## src/hdl/lir_pkg.sv

```systemverilog
// Shared constants and types of the linear interpolation resampler.
package lir_pkg;

    localparam int SAMPLE_BITS   = 16;
    localparam int FRACTION_BITS = 16;
    localparam int RATE_BITS     = 16;
    localparam int POS_BITS      = 17;
    localparam int RES_CAP       = 6;
    localparam int CNT_BITS      = 3;
    localparam int STEP_BITS     = $clog2(FRACTION_BITS + 1);
    localparam int DATA_BITS     = ((2 * SAMPLE_BITS + 7) / 8) * 8;
    localparam int CFG_IDX_BITS  = 2;

    localparam logic [CFG_IDX_BITS-1:0] CFG_IN_RATE   = 2'd0;
    localparam logic [CFG_IDX_BITS-1:0] CFG_OUT_RATE  = 2'd1;
    localparam logic [CFG_IDX_BITS-1:0] CFG_MONO_MODE = 2'd2;

    localparam logic [RATE_BITS-1:0] IN_RATE_RST  = 16'd44100;
    localparam logic [RATE_BITS-1:0] OUT_RATE_RST = 16'd44100;

    // Load and step strobes shared by the divider and the two lanes
    typedef struct packed {
        logic load;
        logic step;
    } t_step_ctl;

endpackage

```

## src/hdl/linear_interp_audio_resampler.sv

```systemverilog
// Top level of the linear interpolation stereo sample-rate converter.
//
// Each accepted source frame produces zero to six output frames, each one a
// linear blend of the previous and the current frame at the fraction
// position*65536/(output rate); position advances by the input rate per output
// and drops by the output rate once the frame is used up, or restarts at zero
// when the cap cuts the run short. The fraction comes from a bit-serial
// divider, one bit per cycle, and both channels multiply by it in the same
// cycle. An output frame takes a check, sixteen divide-and-accumulate steps
// and an emit; a final check ends the run, and the emit waits while the output
// side stalls. Source frames are taken one at a time; the output register
// holds a finished frame while the next is computed. Writing any of the three
// config registers clears position and the stored frame; write them only
// while idle. No clearing pass is needed after reset.
module linear_interp_audio_resampler (
    input  logic                             i_clk,
    input  logic                             i_rst_n,
    // config write port
    input  logic                             i_cfg_we,
    input  logic [lir_pkg::CFG_IDX_BITS-1:0] i_cfg_index,
    input  logic [lir_pkg::RATE_BITS-1:0]    i_cfg_data,
    // source frames
    input  logic                             s_axis_tvalid,
    output logic                             s_axis_tready,
    input  logic [lir_pkg::DATA_BITS-1:0]    s_axis_tdata,  // left_sample, right_sample
    // output frames
    output logic                             m_axis_tvalid,
    input  logic                             m_axis_tready,
    output logic [lir_pkg::DATA_BITS-1:0]    m_axis_tdata,  // out_left, out_right
    output logic                             m_axis_tlast   // last_of_run
);
    import lir_pkg::*;

    localparam logic [1:0] ST_IDLE  = 2'd0;
    localparam logic [1:0] ST_CHECK = 2'd1;
    localparam logic [1:0] ST_CALC  = 2'd2;
    localparam logic [1:0] ST_EMIT  = 2'd3;

    localparam logic [CNT_BITS-1:0]  CNT_CAP   = CNT_BITS'(RES_CAP);
    localparam logic [CNT_BITS-1:0]  CNT_FINAL = CNT_BITS'(RES_CAP - 1);
    localparam logic [STEP_BITS-1:0] STEP_LAST = STEP_BITS'(FRACTION_BITS - 1);

    // control
    logic [1:0]             r_state, n_state;
    logic [CNT_BITS-1:0]    r_count, n_count;
    logic [STEP_BITS-1:0]   r_step, n_step;
    logic [POS_BITS-1:0]    r_pos, n_pos;
    logic                   r_out_valid, n_out_valid;
    // configuration
    logic [RATE_BITS-1:0]   r_src;
    logic [RATE_BITS-1:0]   r_tgt;
    logic                   r_mono;
    // frame storage
    logic [SAMPLE_BITS-1:0] r_prev_l, r_prev_r;
    logic [SAMPLE_BITS-1:0] r_cur_l, r_cur_r;
    logic [SAMPLE_BITS-1:0] r_out_l, r_out_r;
    logic                   r_out_last;

    logic                   w_in_req;
    logic                   w_out_free;
    logic                   w_emit;
    logic                   w_fin;
    logic                   w_pos_lt;
    logic                   w_run;
    logic                   w_cfg_clr;
    logic [POS_BITS-1:0]    w_tgt_ext;
    logic [POS_BITS-1:0]    w_pos_sum;
    logic                   w_last;
    logic                   w_qbit;
    logic [SAMPLE_BITS-1:0] w_y_l, w_y_r;
    t_step_ctl              w_ctl;

    assign w_tgt_ext  = {{(POS_BITS-RATE_BITS){1'b0}}, r_tgt};
    assign w_pos_sum  = r_pos + {{(POS_BITS-RATE_BITS){1'b0}}, r_src};
    assign w_pos_lt   = (r_pos < w_tgt_ext);
    assign w_run      = (r_count != CNT_CAP) && w_pos_lt;
    // last frame of the run when the cap is hit or the next position is at or past the end
    assign w_last     = (r_count == CNT_FINAL) || !(w_pos_sum < w_tgt_ext);

    // clear state on any known register
    assign w_cfg_clr  = i_cfg_we && (i_cfg_index == CFG_IN_RATE
                                     || i_cfg_index == CFG_OUT_RATE
                                     || i_cfg_index == CFG_MONO_MODE);

    assign s_axis_tready = (r_state == ST_IDLE);
    assign w_in_req      = s_axis_tvalid && s_axis_tready;
    assign w_out_free    = !r_out_valid || m_axis_tready;
    assign w_emit        = (r_state == ST_EMIT) && w_out_free;
    assign w_fin         = (r_state == ST_CHECK) && !w_run;

    assign w_ctl.load = (r_state == ST_CHECK) && w_run;
    assign w_ctl.step = (r_state == ST_CALC);

    lir_divider u_div (
        .i_clk   (i_clk),
        .i_ctl   (w_ctl),
        .i_numer (r_pos[RATE_BITS-1:0]),
        .i_denom (r_tgt),
        .o_qbit  (w_qbit)
    );

    lir_lane u_lane_l (
        .i_clk  (i_clk),
        .i_ctl  (w_ctl),
        .i_qbit (w_qbit),
        .i_prev (r_prev_l),
        .i_cur  (r_cur_l),
        .o_y    (w_y_l)
    );

    lir_lane u_lane_r (
        .i_clk  (i_clk),
        .i_ctl  (w_ctl),
        .i_qbit (w_qbit),
        .i_prev (r_prev_r),
        .i_cur  (r_cur_r),
        .o_y    (w_y_r)
    );

    always_comb begin
        n_state     = r_state;
        n_count     = r_count;
        n_step      = r_step;
        n_pos       = r_pos;
        n_out_valid = r_out_valid;
        if (m_axis_tready) begin
            n_out_valid = 1'b0;
        end
        case (r_state)
            ST_IDLE: begin
                if (w_in_req) begin
                    n_count = '0;
                    n_state = ST_CHECK;
                end
            end
            ST_CHECK: begin
                if (w_run) begin
                    n_step  = '0;
                    n_state = ST_CALC;
                end else begin
                    // drop one source period, or restart when the cap cut the run short
                    n_pos   = w_pos_lt ? '0 : (r_pos - w_tgt_ext);
                    n_state = ST_IDLE;
                end
            end
            ST_CALC: begin
                n_step = r_step + 1'b1;
                if (r_step == STEP_LAST) begin
                    n_state = ST_EMIT;
                end
            end
            ST_EMIT: begin
                if (w_out_free) begin
                    n_out_valid = 1'b1;
                    n_pos       = w_pos_sum;
                    n_count     = r_count + 1'b1;
                    n_state     = ST_CHECK;
                end
            end
            default: begin
                n_state = ST_IDLE;
            end
        endcase
        if (w_cfg_clr) begin
            n_pos = '0;
        end
    end

    always_ff @(posedge i_clk) begin
        if (!i_rst_n) begin
            r_state     <= ST_IDLE;
            r_count     <= '0;
            r_step      <= '0;
            r_pos       <= '0;
            r_out_valid <= 1'b0;
            r_src       <= IN_RATE_RST;
            r_tgt       <= OUT_RATE_RST;
            r_mono      <= 1'b0;
            r_prev_l    <= '0;
            r_prev_r    <= '0;
        end else begin
            r_state     <= n_state;
            r_count     <= n_count;
            r_step      <= n_step;
            r_out_valid <= n_out_valid;
            r_pos       <= n_pos;
            // advance the stored frame once its run is done
            if (w_cfg_clr) begin
                r_prev_l <= '0;
                r_prev_r <= '0;
            end else if (w_fin) begin
                r_prev_l <= r_cur_l;
                r_prev_r <= r_cur_r;
            end
            if (i_cfg_we) begin
                case (i_cfg_index)
                    CFG_IN_RATE:   r_src  <= i_cfg_data;
                    CFG_OUT_RATE:  r_tgt  <= i_cfg_data;
                    CFG_MONO_MODE: r_mono <= i_cfg_data[0];
                    default: ;
                endcase
            end
        end
    end

    // payload: capture the source frame, hold the finished output frame
    always_ff @(posedge i_clk) begin
        if (w_in_req) begin
            r_cur_l <= s_axis_tdata[SAMPLE_BITS-1:0];
            r_cur_r <= r_mono ? s_axis_tdata[SAMPLE_BITS-1:0]
                              : s_axis_tdata[2*SAMPLE_BITS-1:SAMPLE_BITS];
        end
        if (w_emit) begin
            r_out_l    <= w_y_l;
            r_out_r    <= w_y_r;
            r_out_last <= w_last;
        end
    end

    assign m_axis_tvalid = r_out_valid;
    assign m_axis_tdata  = {{(DATA_BITS-2*SAMPLE_BITS){1'b0}}, r_out_r, r_out_l};
    assign m_axis_tlast  = r_out_last;

endmodule

```

## src/hdl/lir_divider.sv

```systemverilog
// Bit-serial restoring divider: one fraction bit per step, MSB first.
module lir_divider (
    input  logic                          i_clk,
    input  lir_pkg::t_step_ctl            i_ctl,
    input  logic [lir_pkg::RATE_BITS-1:0] i_numer,
    input  logic [lir_pkg::RATE_BITS-1:0] i_denom,
    output logic                          o_qbit
);
    import lir_pkg::*;

    logic [RATE_BITS-1:0] r_rem;
    logic [RATE_BITS:0]   w_shift;
    logic [RATE_BITS:0]   w_diff;

    assign w_shift = {r_rem, 1'b0};
    assign w_diff  = w_shift - {1'b0, i_denom};
    assign o_qbit  = (w_shift >= {1'b0, i_denom});

    always_ff @(posedge i_clk) begin
        if (i_ctl.load) begin
            r_rem <= i_numer;
        end else if (i_ctl.step) begin
            // remainder stays below the divisor, so the top bit drops
            r_rem <= o_qbit ? w_diff[RATE_BITS-1:0] : w_shift[RATE_BITS-1:0];
        end
    end

endmodule

```

## src/hdl/lir_lane.sv

```systemverilog
// One channel: serial multiply of the sample step by the fraction, then the sum.
module lir_lane (
    input  logic                            i_clk,
    input  lir_pkg::t_step_ctl              i_ctl,
    input  logic                            i_qbit,
    input  logic [lir_pkg::SAMPLE_BITS-1:0] i_prev,
    input  logic [lir_pkg::SAMPLE_BITS-1:0] i_cur,
    output logic [lir_pkg::SAMPLE_BITS-1:0] o_y
);
    import lir_pkg::*;

    logic [SAMPLE_BITS-1:0]               r_mag;
    logic                                 r_neg;
    logic [SAMPLE_BITS+FRACTION_BITS-1:0] r_acc;
    logic [SAMPLE_BITS:0]                 w_diff;
    logic [SAMPLE_BITS:0]                 w_abs;
    logic [SAMPLE_BITS-1:0]               w_prod;
    logic [SAMPLE_BITS:0]                 w_delta;
    logic [SAMPLE_BITS:0]                 w_sum;

    assign w_diff = {i_cur[SAMPLE_BITS-1], i_cur} - {i_prev[SAMPLE_BITS-1], i_prev};
    assign w_abs  = w_diff[SAMPLE_BITS] ? -w_diff : w_diff;

    always_ff @(posedge i_clk) begin
        if (i_ctl.load) begin
            r_mag <= w_abs[SAMPLE_BITS-1:0];
            r_neg <= w_diff[SAMPLE_BITS];
            r_acc <= '0;
        end else if (i_ctl.step) begin
            // MSB-first shift and add, in step with the divider
            r_acc <= {r_acc[SAMPLE_BITS+FRACTION_BITS-2:0], 1'b0}
                     + (i_qbit ? {{FRACTION_BITS{1'b0}}, r_mag} : '0);
        end
    end

    // Work on the magnitude so the shift truncates toward zero
    assign w_prod  = r_acc[SAMPLE_BITS+FRACTION_BITS-1:FRACTION_BITS];
    assign w_delta = r_neg ? -{1'b0, w_prod} : {1'b0, w_prod};
    assign w_sum   = {i_prev[SAMPLE_BITS-1], i_prev} + w_delta;
    assign o_y     = w_sum[SAMPLE_BITS-1:0];

endmodule

```

## config.mk

```make
export PLATFORM = sky130hd
export DESIGN_NAME = linear_interp_audio_resampler
export DESIGN_NICKNAME = d
export VERILOG_FILES = /design/src/hdl/lir_pkg.sv /design/src/hdl/linear_interp_audio_resampler.sv /design/src/hdl/lir_divider.sv /design/src/hdl/lir_lane.sv
export SDC_FILE = /design/constraint.sdc
export NUM_CORES = 1
export LEC_CHECK = 0
export BUFFER_PORTS_ARGS = -buffer_cell sky130_fd_sc_hd__buf_2
export CORE_ASPECT_RATIO = 1.1
export CORE_MARGIN = 8
export CORE_UTILIZATION = 49
export CTS_CLUSTER_DIAMETER = 100
export DETAILED_ROUTE_END_ITERATION = 8
export PLACE_DENSITY = 0.66
export SLEW_MARGIN = 20
export SYNTH_ARGS = -nofsm -noshare
export SYNTH_HDL_FRONTEND = slang
export SYNTH_HIERARCHICAL = 1
export SYNTH_SLANG_ARGS = --single-unit
```

## constraint.sdc

```tcl
create_clock -name i_clk -period 6.1 [get_ports i_clk]
set_clock_uncertainty 0.15 [all_clocks]
set_input_delay 0.305 -clock i_clk [delete_from_list [all_inputs] [get_ports i_clk]]
set_output_delay 0.305 -clock i_clk [all_outputs]
set_load 0.1 [all_outputs]
```

; Yosys cells after proc, flatten, opt, wreduce, memory -nomap -nowiden
; Index checks and enable logic that the tools add are counted.
[word_totals]
ram_bits = 0
regBits = 272
n_memories = 0
latchBits = 0
mem_bits_ro = 0
elab_cells = 108
in_bits = 55
out_inout_bits = 35
[classes]
n_addsub = 15
order_cmp = 3
eq_ne = 13
n_shift = 0
n_mux = 27
reduce_logical = 27
n_bitwise = 1
multipliers = 0
div_mod_pow = 0
[ops]
columns = operator, n
row1 = two-way mux 16 bit, 10
row2 = adder 32 bit, 2
row3 = negator 16 bit, 4
row4 = two-way mux 17 bit, 3
row5 = less-than comparator 17 x 16 -> 1 bit, 2
row6 = case mux 17 bit (2 select lines), 1
row7 = subtractor 16 x 16 -> 17 bit, 2
row8 = adder 16 bit, 2
row9 = adder 17 x 16 -> 17 bit, 1
row10 = greater-or-equal comparator 17 x 16 -> 1 bit, 1
row11 = subtractor 17 x 16 -> 17 bit, 1
row12 = subtractor 16 bit, 1
row13 = case mux 5 bit (2 select lines), 1
row14 = AND reduction 3 bit, 3
row15 = two-way mux 2 bit, 4
row16 = inequality test 2 bit (second input constant), 4
row17 = case mux 2 bit (4 select lines), 1
row18 = AND reduction 2 bit, 4
row19 = nonzero test 2 bit, 4
row20 = == test 2 bit (second input constant), 3
row21 = logical AND 1 bit, 6
row22 = two-way mux 3 bit, 2
row23 = case mux 3 bit (2 select lines), 1
row24 = adder 5 x 1 -> 5 bit (second input constant), 1
row25 = other kinds (13), 22

; Longest topological paths before layout
[logic_depth]
ltp_word = 5
ltp_mapped = 21
depth_no_buf = 20

; By module
; Netlist, hierarchy kept.
[by_module_without_submodules]
columns = mod, instances, area_per_inst_um2, cells_each
row1 = linear_interp_audio_resampler, 1, 7763.7, 737
row2 = lir_lane (u_lane_r), 1, 4843.4, 581
row3 = lir_lane (u_lane_l), 1, 4707.0, 565
row4 = lir_divider, 1, 1749.2, 194

; Worst setup path after synthesis
; No wires, ideal clock.
[synth_timing]
path_kind = register to register
startpoint = reg r_tgt[14]
endpoint = reg u_lane_r.r_acc[27]
t_arrival_ns = 4.394
n_path_buf = 2
setup_ns = 0.121
path_slack_ns = 1.435
stages_incl_launch_ff = 21
cell_sequence = dfxtp_1 > inv_1 > ha_1 > a21o_1 > a211oi_2 > o41ai_2 > o21bai_4 > buf_2 > and2_1 > ha_1 > fa_1 > a211oi_1 > o21bai_1 > a31oi_1 > o31ai_1 > o41a_1 > a41o_1 > buf_2 > nand3_1 > nor2_1 > a2111oi_1
[synth_between]
elab_chain_cells = 3
word_cells_on_any_way = 6
classes_between = 1 x add/sub / 2 x order compare / 1 x mux / 2 x reduce/logical
[synth_lines]
columns = item, line_no
row1 = "start, declared", linear_interp_audio_resampler.sv:51  ; logic [RATE_BITS-1:0] r_tgt;
row2 = "start signal, assigned", linear_interp_audio_resampler.sv:198  ; CFG_OUT_RATE: r_tgt <= i_cfg_data;
row3 = greater-or-equal comparator 17 x 16 -> 1 bit, lir_divider.sv:17  ; assign o_qbit = (w_shift >= {1'b0, i_denom});
row4 = via w_qbit, linear_interp_audio_resampler.sv:69  ; logic w_qbit;
row5 = two-way mux 16 bit, lir_lane.sv:32  ; + (i_qbit ? {{FRACTION_BITS{1'b0}}, r_mag} : '0);
row6 = adder 32 bit, lir_lane.sv:32
row7 = "end signal, assigned", lir_lane.sv:31  ; r_acc <= {r_acc[SAMPLE_BITS+FRACTION_BITS-2:0], 1'b0}
row8 = "end, declared", lir_lane.sv:14  ; logic [SAMPLE_BITS+FRACTION_BITS-1:0] r_acc;
; The timed path passes the listed nets, and every way through them passes these cells.
; A chain may end at the register's enable or synchronous reset.

; Worst setup path in the final report
; Ends and elaborated chain as after synthesis.

==> flow_metrics.tcl <==
set metrics [dict create \
    maxCapViolations 0 \
    timing.fmax_mhz 190 \
    die_w_um 204 \
    h-tree-depth 1 \
    synth_seq_cells 272 \
    ios 90 \
    syn_avg_cell_area_um2 9.18 \
    outcome "finished clean" \
    p_per_area_nw_per_um2 321 \
    p_leak_nw 8.75 \
    numCtsBuffers 31 \
    io_buffer_count 89 \
    seq_area_frac_synth_pct 34.6 \
    cts-root-buf "clkbuf_16" \
    synth_cell_types 107 \
    nNetsFinal 2418 \
    drv_slew 0 \
    cp_slowest_cell "fa_1" \
    ys_async_sr_fraction_pct 0 \
    synth.net_count 2314 \
    antenna_found_initial 0 \
    reg.largest.list "u_lane_l/r_acc: 32 flops, u_lane_r/r_acc: 32 flops, r_pos: 17 flops" \
    reg2reg_from "r_tgt[14]" \
    yosys-top-cells-count "nor2_1, nand2_1, ha_1" \
    peakVddDrop_mv 0.215 \
    drt-total-wl_mm 45.9 \
    route.detailed.wl_per_inst_um 17.0 \
    whs_path_depth 4 \
    clkSinkCount 272 \
    post_cts_buffers 0 \
    die-height_um 223 \
    cp_num_buf_inv 1 \
    path_delay_family "compound AO/OA/AOI/OAI gates" \
    worst-path-max-fanout 32 \
    grt_overflow 0 \
    worstPathRequired_ns 6.41 \
    drtAntennaViolNets 0 \
    grt_max_degree 59 \
    final-hold-violation-count 0 \
    crit_top_cell "ha_1" \
    synth.most_common_cell "nor2_1" \
    crit_path_max_incr_delay_ns 0.43 \
    diodes 0 \
    timing.final.ws_setup_ns 0.826 \
    ff2ff_setup_slack_ns 0.83 \
    fin_cells 2706 \
    yosys_warnings 6 \
    setup_violations 0 \
    vias 15313 \
    startpoint "r_tgt[14]" \
    synthCells 2077 \
    rsz0062_at_grt "no" \
    core_area_um2 38300 \
    endpoint_kind "flop" \
    worst_pin_slew_ns 0.983 \
    ff2ff_path_depth 18 \
    die-area_um2 45500 \
    crit_type "flop to flop" \
    finalCritPeriodShare_pct 86.5 \
    first_pass_iters 5 \
    dp_hpwl_mm 34.7 \
    period_minus_slack_ns 5.27 \
    placed_area_um2 19900 \
    tns_ns 0 \
    synthToLayoutAreaGrowth_pct 12.5 \
    drt_iter0_drc 820 \
    cts.path.max_buffers 3 \
    cts_tree "built" \
    drive_gt1_share_pct 10.4 \
    hold_path.class "input port to flop" \
    rows 75 \
    synth_edf_count 115 \
    clk_pin_slew_ns 0.07 \
    crit_chain "inv_1, ha_1, a21o_1, a211oi_2, o41ai_2, o21bai_4, and2_1, ha_1, fa_1, a211oi_1, o21bai_1, a31oi_1, o31ai_1, o41a_1, a41o_1, nand3_1, nor2_1, a2111oi_1" \
    r2r-end "u_lane_r/r_acc[27]" \
    start_util_pct 49.8 \
    place_inst 2597 \
    netlist.area_leader.share_pct 18.1 \
    yosysTopAreaCell "edfxtp_1" \
    critical_path_depth 18 \
    place_ws_ns 0.898 \
    synthFlopType "dfxtp_1" \
    gp_congestion 0.934 \
    design_area_um2 21400 \
    synthTopCellsByArea "edfxtp_1, dfxtp_1, ha_1, xnor2_1, nor2_1" \
    grt_use_total_pct 19.9 \
    syn-cell-area_um2 19100 \
    arrival_ns 5.59 \
    crit_end "u_lane_r/r_acc[27]" \
    final_util_pct 56.0 \
    grt_pass1_wl_mm 75.4 \
    viasPerCell 5.66 \
    grt_pass1_vias 15175 \
    clkLatencyLatePin_ns 0.59 \
    slew_headroom_pct 34.5 \
    start_kind "flop" \
    drc 0 \
]
-- per-layer routing --
layer / global-route usage, % / wire length (um)
met4: 7.46 / 1490
met5: 0 / 0
met1: 25.6 / 21000
met3: 2.81 / 2240
met2: 33.4 / 21200
-- power by group --
group	internal [mW]	switching [mW]
sequential	2.20	0.171
clock	1.12	0.764
combinational	1.13	1.52
-- area by class of cell --
| cell class | instances | area, um2 |
|---|---|---|
| Tap cell | 500 | 626 |
| Clock inverter | 16 | 160 |
| Clock buffer | 42 | 868 |
| Fill cell | 3382 | 16800 |
| Inverter | 121 | 455 |
| Multi-Input combinational cell | 1604 | 11700 |
| Timing Repair Buffer | 151 | 1040 |
| Sequential cell | 272 | 6600 |
-- cells by family after synthesis --
family | share of synthesized area (%)
AND/OR/NAND/NOR | 16.7
AO/OA/AOI/OAI | 18.5
flip-flops | 34.6
buffers and inverters | 4.21
XOR/XNOR | 8.68
adder cells (fa/ha/maj) | 12.3
multiplexers | 5.04
-- how the worst min path moves through the flow --
| stage | from | to | slack, ns |
|---|---|---|---|
| 2_1_floorplan | s_axis_tdata[0] | r_cur_l[0] | 0.25 |
| 3_3_place_gp | r_src[6] | r_src[6] | 0.31 |
| 3_5_place_dp | r_src[9] | r_src[9] | 0.31 |
| 4_1_cts | i_cfg_index[0] | r_mono | 0.01 |
| 5_1_grt | i_cfg_index[0] | r_src[13] | 0.05 |
| 6_report | i_cfg_index[0] | r_src[13] | 0.03 |
-- metrics by stage --
stage	hold WS (ns)	power, mW
2_1_floorplan	0.254	4.46
3_3_place_gp	0.308	4.95
3_5_place_dp	0.314	5.00
4_1_cts	0.0117	6.95
5_1_grt	0.0541	7.35
6_report	0.0321	6.89
-- worst min-delay path: stages --
cell     delay [ns]
buf_2          0.14
nor3b_4        0.12
nand2_1        0.09
nand3_1        0.06
-- cell usage in the layout (no fill, tap or decap), types with 52 or more instances in the layout --
cell and n:
a211oi_1 56, nor2_1 195, a21oi_1 110, ha_1 172
o21ai_0 70, buf_2 89, inv_1 120, xnor2_1 137
mux2i_1 63, nand2_1 175, xor2_1 52, edfxtp_1 115
dfxtp_1 157
-- what timing repair did --
action | 4_1_cts | 5_1_grt
hold buffers | 51 | 0
gates resized for setup | 0 | 0
hold endpoints to repair | 66 | 0
(Power assumes the default switching activity.)
